**config.mk**
```make
export PLATFORM = sky130hd
export DESIGN_NAME = cbc_map
export DESIGN_NICKNAME = d
export VERILOG_FILES = /design/src/hdl/cbc_pkg.sv /design/src/hdl/cbc_map.sv
export SDC_FILE = /design/constraint.sdc
export NUM_CORES = 1
export LEC_CHECK = 0
export BUFFER_PORTS_ARGS = -buffer_cell sky130_fd_sc_hd__buf_4
export CORE_UTILIZATION = 26
export DETAILED_ROUTE_END_ITERATION = 10
export GPL_ROUTABILITY_DRIVEN = 0
export PLACE_DENSITY = 0.95
export RECOVER_POWER = 100
export SETUP_SLACK_MARGIN = 0.2
export SKIP_LAST_GASP = 1
export SYNTH_ARGS = -nofsm -noshare
export SYNTH_HDL_FRONTEND = slang
export SYNTH_SLANG_ARGS = --single-unit
```
**constraint.sdc**
```tcl
create_clock -name vclk -period 1.3
set_input_delay 0.13 -clock vclk [all_inputs]
set_output_delay 0.13 -clock vclk [all_outputs]
set_load 0.1 [all_outputs]
```
**src/hdl/cbc_pkg.sv**
```systemverilog
// Shared types and constants for the cartridge bank controller.
package cbc_pkg;

   // access kind
   localparam logic KIND_READ  = 1'b0;
   localparam logic KIND_WRITE = 1'b1;

   // 8 KiB bus windows, selected by address[15:13]
   localparam logic [2:0] WIN_RAM_EN   = 3'b000;
   localparam logic [2:0] WIN_ROM_BANK = 3'b001;
   localparam logic [2:0] WIN_RAM_BANK = 3'b010;
   localparam logic [2:0] WIN_MODE     = 3'b011;
   localparam logic [2:0] WIN_RAM      = 3'b101;

   // configuration register indexes
   localparam logic CSR_ROM_SIZE = 1'b0;
   localparam logic CSR_RAM_SIZE = 1'b1;

   // external RAM size codes
   localparam logic [1:0] RAM_NONE = 2'd0;
   localparam logic [1:0] RAM_8K   = 2'd1;

   localparam logic [3:0] ENABLE_KEY = 4'hA;
   localparam logic [7:0] OPEN_BUS   = 8'hFF;

   localparam int ROM_ADDR_W = 19;
   localparam int RAM_IDX_W  = 15;

   typedef struct packed {
      logic        kind;
      logic [15:0] address;
      logic [7:0]  write_data;
   } req_type;

   typedef struct packed {
      logic [7:0]            read_data;
      logic                  from_rom;
      logic [ROM_ADDR_W-1:0] rom_address;
      logic                  rom_out_of_range;
      logic                  cart_hit;
   } rsp_type;

   // live control / configuration registers
   typedef struct packed {
      logic [2:0] rom_size_code;
      logic [1:0] ram_size_code;
      logic       ram_enable;
      logic [4:0] rom_bank;
      logic [1:0] ram_bank;
      logic       banking_mode;
   } regs_type;

   // decode of one request
   typedef struct packed {
      rsp_type              rsp;
      logic                 use_mem;
      logic                 mem_we;
      logic [RAM_IDX_W-1:0] mem_index;
      logic                 wr_ram_enable;
      logic                 wr_rom_bank;
      logic                 wr_ram_bank;
      logic                 wr_mode;
      logic                 ram_enable_val;
      logic [4:0]           rom_bank_val;
      logic [1:0]           ram_bank_val;
      logic                 mode_val;
   } map_type;

endpackage

```
**src/hdl/cbc_map.sv**
```systemverilog
// Address decode and bank mapping for one bus request.
module cbc_map #(
   parameter int RAM_BYTES     = 32768,
   parameter int ROM_BANK_BITS = 5
) (
   input  cbc_pkg::req_type  req,
   input  cbc_pkg::regs_type regs,
   output cbc_pkg::map_type  map
);

   localparam logic [4:0] BANK_MASK = 5'((1 << ROM_BANK_BITS) - 1);
   localparam logic [cbc_pkg::RAM_IDX_W-1:0] RAM_MASK =
      cbc_pkg::RAM_IDX_W'(RAM_BYTES - 1);

   logic [2:0]                        window;
   logic                              ram_ok;
   logic [1:0]                        bank;
   logic [cbc_pkg::RAM_IDX_W-1:0]     size_mask;
   logic [cbc_pkg::ROM_ADDR_W-1:0]    rom_addr;
   logic [4:0]                        new_bank;
   logic                              oor;

   assign window   = req.address[15:13];
   assign ram_ok   = regs.ram_enable && (regs.ram_size_code != cbc_pkg::RAM_NONE);
   assign bank     = regs.banking_mode ? regs.ram_bank : 2'd0;
   assign size_mask = (regs.ram_size_code == cbc_pkg::RAM_8K) ? 15'h1FFF : 15'h7FFF;
   assign new_bank = req.write_data[4:0] & BANK_MASK;

   // lower 16 KiB fixed, upper 16 KiB through the bank register
   assign rom_addr = req.address[14] ? {regs.rom_bank, req.address[13:0]}
                                     : {5'd0, req.address[13:0]};

   always_comb begin
      case (regs.rom_size_code)
         3'd0:    oor = |rom_addr[18:15];
         3'd1:    oor = |rom_addr[18:16];
         3'd2:    oor = |rom_addr[18:17];
         3'd3:    oor = rom_addr[18];
         default: oor = 1'b0;
      endcase
   end

   always_comb begin
      map = '0;
      map.rsp.cart_hit = !req.address[15] || (window == cbc_pkg::WIN_RAM);
      map.mem_index    = {bank, req.address[12:0]} & size_mask & RAM_MASK;
      map.ram_enable_val = (req.write_data[3:0] == cbc_pkg::ENABLE_KEY);
      map.rom_bank_val   = (new_bank == 5'd0) ? 5'd1 : new_bank;
      map.ram_bank_val   = req.write_data[1:0];
      map.mode_val       = req.write_data[0];
      if (req.kind == cbc_pkg::KIND_WRITE) begin
         case (window)
            cbc_pkg::WIN_RAM_EN:   map.wr_ram_enable = 1'b1;
            cbc_pkg::WIN_ROM_BANK: map.wr_rom_bank   = 1'b1;
            cbc_pkg::WIN_RAM_BANK: map.wr_ram_bank   = 1'b1;
            cbc_pkg::WIN_MODE:     map.wr_mode       = 1'b1;
            cbc_pkg::WIN_RAM:      map.mem_we        = ram_ok;
            default:               map.mem_we        = 1'b0;
         endcase
      end else if (!req.address[15]) begin
         map.rsp.from_rom         = 1'b1;
         map.rsp.rom_address      = rom_addr;
         map.rsp.rom_out_of_range = oor;
      end else if ((window == cbc_pkg::WIN_RAM) && ram_ok) begin
         map.use_mem = 1'b1;
      end else begin
         map.rsp.read_data = cbc_pkg::OPEN_BUS;
      end
   end

endmodule

```
==> run summary <==
Run status
* finished clean — status

Global route
* 3.926 mm — global-route wire length before repair
* 12 — largest net degree at the start of global routing
* 0 — initial antenna violation count
* 26.86% — Total Routing Usage GR
* 0 — global route total overflow
* 768 — number of global-route vias before repair

Power and ir drop
* 0.5173 mV — largest vdd supply drop
* 751.1 mW/mm² — power density normalized to cell area
* 0.0002548 W — internal power
* 100.0% — Combinational Power Share
* 0% — relative contribution of the clock network to total power
* 0.0007865 W — net switching power
* 0.001041 W — post-layout total power
* 0.7546 nW — reported leakage power
* 0% — part of the total power dissipated in sequential elements
* 75.53% — switching share of power

STA
* 0.5685 ns — transition time of the tightest slew-check pin
* 0.5682 ns — worst hold slack
* 0 — final count of hold timing violations
* 0 — Pins Over Slew Limit
* 95.06% — Tcrit/Tclk final
* 809.2 MHz — f_max
* 0 — number of setup violations in the final report
* 62.26% — Slew Limit Headroom
* 1.236 ns — post-layout minimum cycle time
* true — RSZ-0062 raised after global routing

Logic synthesis
* 0% — proportion of synthesized chip area in sequential cells
* 78 — Mapped Cells
* sky130_fd_sc_hd__buf_4 — cell with the most instances after synthesis
* 0% — Post-Synth XOR/XNOR Area
* 36.55% — Synth top area share
* sky130_fd_sc_hd__buf_4, sky130_fd_sc_hd__and2_1, sky130_fd_sc_hd__nor2_1 — top post-synthesis cells by area
* 46.70% — simple logic cell fraction of the synthesized area
* 117 — post-synth net total
* sky130_fd_sc_hd__buf_4 — area leader, netlist
* 0% — mux share of post-synthesis cell area
* 20 — count of different cell masters after synthesis
* 8.883% — complex-gate fraction of the synthesized area
* 0% — arithmetic-cell share of the synthesized area counting full adders, half adders and majority gates
* simple AND/OR/NAND/NOR gates — combinational family with the most area after synthesis
* 493.0 µm² — Netlist Area Pre-Place
* 6.320 µm² — Avg Inst Size Synth
* sky130_fd_sc_hd__buf_4, sky130_fd_sc_hd__and2_1, sky130_fd_sc_hd__nor2_1, sky130_fd_sc_hd__inv_1 — top cell types by occurrence after synthesis
* 0 — count of yosys warnings during synthesis

Detailed routing
* 5.039 — post-detailed-route via-to-cell ratio
* 4 — first drt pass iteration count
* 0 — DRC violations left
* 4.073 mm — Routed WL
* 22.63 µm — drt wl/cell
* 0 — Antenna Nets Post-Route
* 9 — Detailed Route Iter0 Violations
* 907 — vias after detailed routing

Placement
* 0.001264 mm² — area after detailed placement
* 96 — count of input and output buffers
* 174 — Placed Instances
* 1.689 mm — post-detailed-placement half-perimeter wirelength

Critical path
* input pin — category of the worst setup path launch point
* 1.17 ns — data required time at the worst endpoint
* primary output — type of destination of the critical path
* 3 — maximum fanout along the worst path
* 1.11 ns — arrival time of the worst setup path
* in2out — category of the most critical setup path

Run
* 0 — max-capacitance violation count

Floorplan
* 45.55 µm — die span in y
* 0.002074 mm² — floorplan die area
* 45.55 µm — horizontal die dimension
* 15 — floorplan row count
* 28.24% — initial core utilization
* 0.001745 mm² — Core Region
* 99 — count of boundary I/O pins

Layout
* 0 — FFs & Latches
* 0 — ANT cells
* 117 — count of fill cells added during filler insertion
* 181.2% — layout overhead on the synthesized area
* 0 — clock tree buffer count of the final layout
* 0 µm² — area occupied by registers
* 196 — final layout net count
* 92.26% — fraction of final layout cells with drive strength greater than 1
* 0.001386 mm² — fin area
* 79.43% — final design utilization
* 180 — filler-free cell count of the finished design

Clock tree
* 0 — CTS Hold Buffers Added

Hold path
* in2out — type of the worst min-delay path

==> critical path: stages <==
cell,delay (ns)
sky130_fd_sc_hd__buf_4,0.12
sky130_fd_sc_hd__nand2b_4,0.16
sky130_fd_sc_hd__buf_4,0.14
sky130_fd_sc_hd__nor2_1,0.10
sky130_fd_sc_hd__buf_2,0.44
==> cell families after synthesis <==
kind of cell    count (synthesis)
compound gates                  5
buf+inv                        34
simple gates                   39
==> cells in the final DEF, fill, tap and decap left out, types with 2 or more instances in the layout <==
cell type / n
sky130_fd_sc_hd__and2_2: 6
sky130_fd_sc_hd__nand2_1: 2
sky130_fd_sc_hd__nor3b_4: 2
sky130_fd_sc_hd__nand2_4: 2
sky130_fd_sc_hd__nor2_4: 6
sky130_fd_sc_hd__and2_4: 9
sky130_fd_sc_hd__and3_4: 2
sky130_fd_sc_hd__clkbuf_2: 22
sky130_fd_sc_hd__buf_2: 5
sky130_fd_sc_hd__buf_4: 45
sky130_fd_sc_hd__buf_8: 2
sky130_fd_sc_hd__o21bai_1: 2
sky130_fd_sc_hd__and3_2: 2
sky130_fd_sc_hd__buf_6: 10
sky130_fd_sc_hd__buf_12: 6
sky130_fd_sc_hd__clkbuf_4: 16
sky130_fd_sc_hd__nand2b_4: 2
sky130_fd_sc_hd__inv_1: 5
==> repair_timing <==
item | CTS | global route
setup endpoints to repair | 31 | 29
cloned | 0 | 1
buffers inserted | 4 | 1
gates resized for setup | 63 | 25
hold endpoints to repair | 0 | 0
pin swaps | 4 | 3
==> worst paths after layout <==
check	depth (start not counted)	startpoint	to	slack, ns
worst max-delay path	5	req[22]	map[11]	0.06
worst min-delay path	3	regs[13]	map[31]	0.57
==> layout make-up <==
class	instances	area [µm²]	area share, %
timing repair buffer	106	855.8	61.73
inverter	5	18.77	1.354
multi-input combinational	44	480.5	34.66
tap	25	31.28	2.256
==> power groups by stage <==
stage | clock, W | combinational (W) | sequential (W)
after global routing | 0 | 0.00106 | 0
after CTS | 0 | 0.00107 | 0
after detailed placement | 0 | 0.000971 | 0
final | 0 | 0.00104 | 0
after floorplan | 0 | 0.000794 | 0
after global placement | 0 | 0.000963 | 0
==> layer usage <==
metal	vias up	GRT usage, %	part of all wire (%)
met2	79	55.43	56
met4	0	7.879	5.0
met1	428	26.48	31
li1	380	-	-
met5	-	0	0
met3	20	3.968	8.4
==> per-stage QoR <==
stage	setup TNS [ns]	setup slack, ns
after floorplan	-5.789	-0.6730
after global placement	0	0.04291
after detailed placement	0	0.02006
after CTS	0	0.1608
after global routing	0	0.05401
final	0	0.06421
Power figures use the tool's default switching activity.
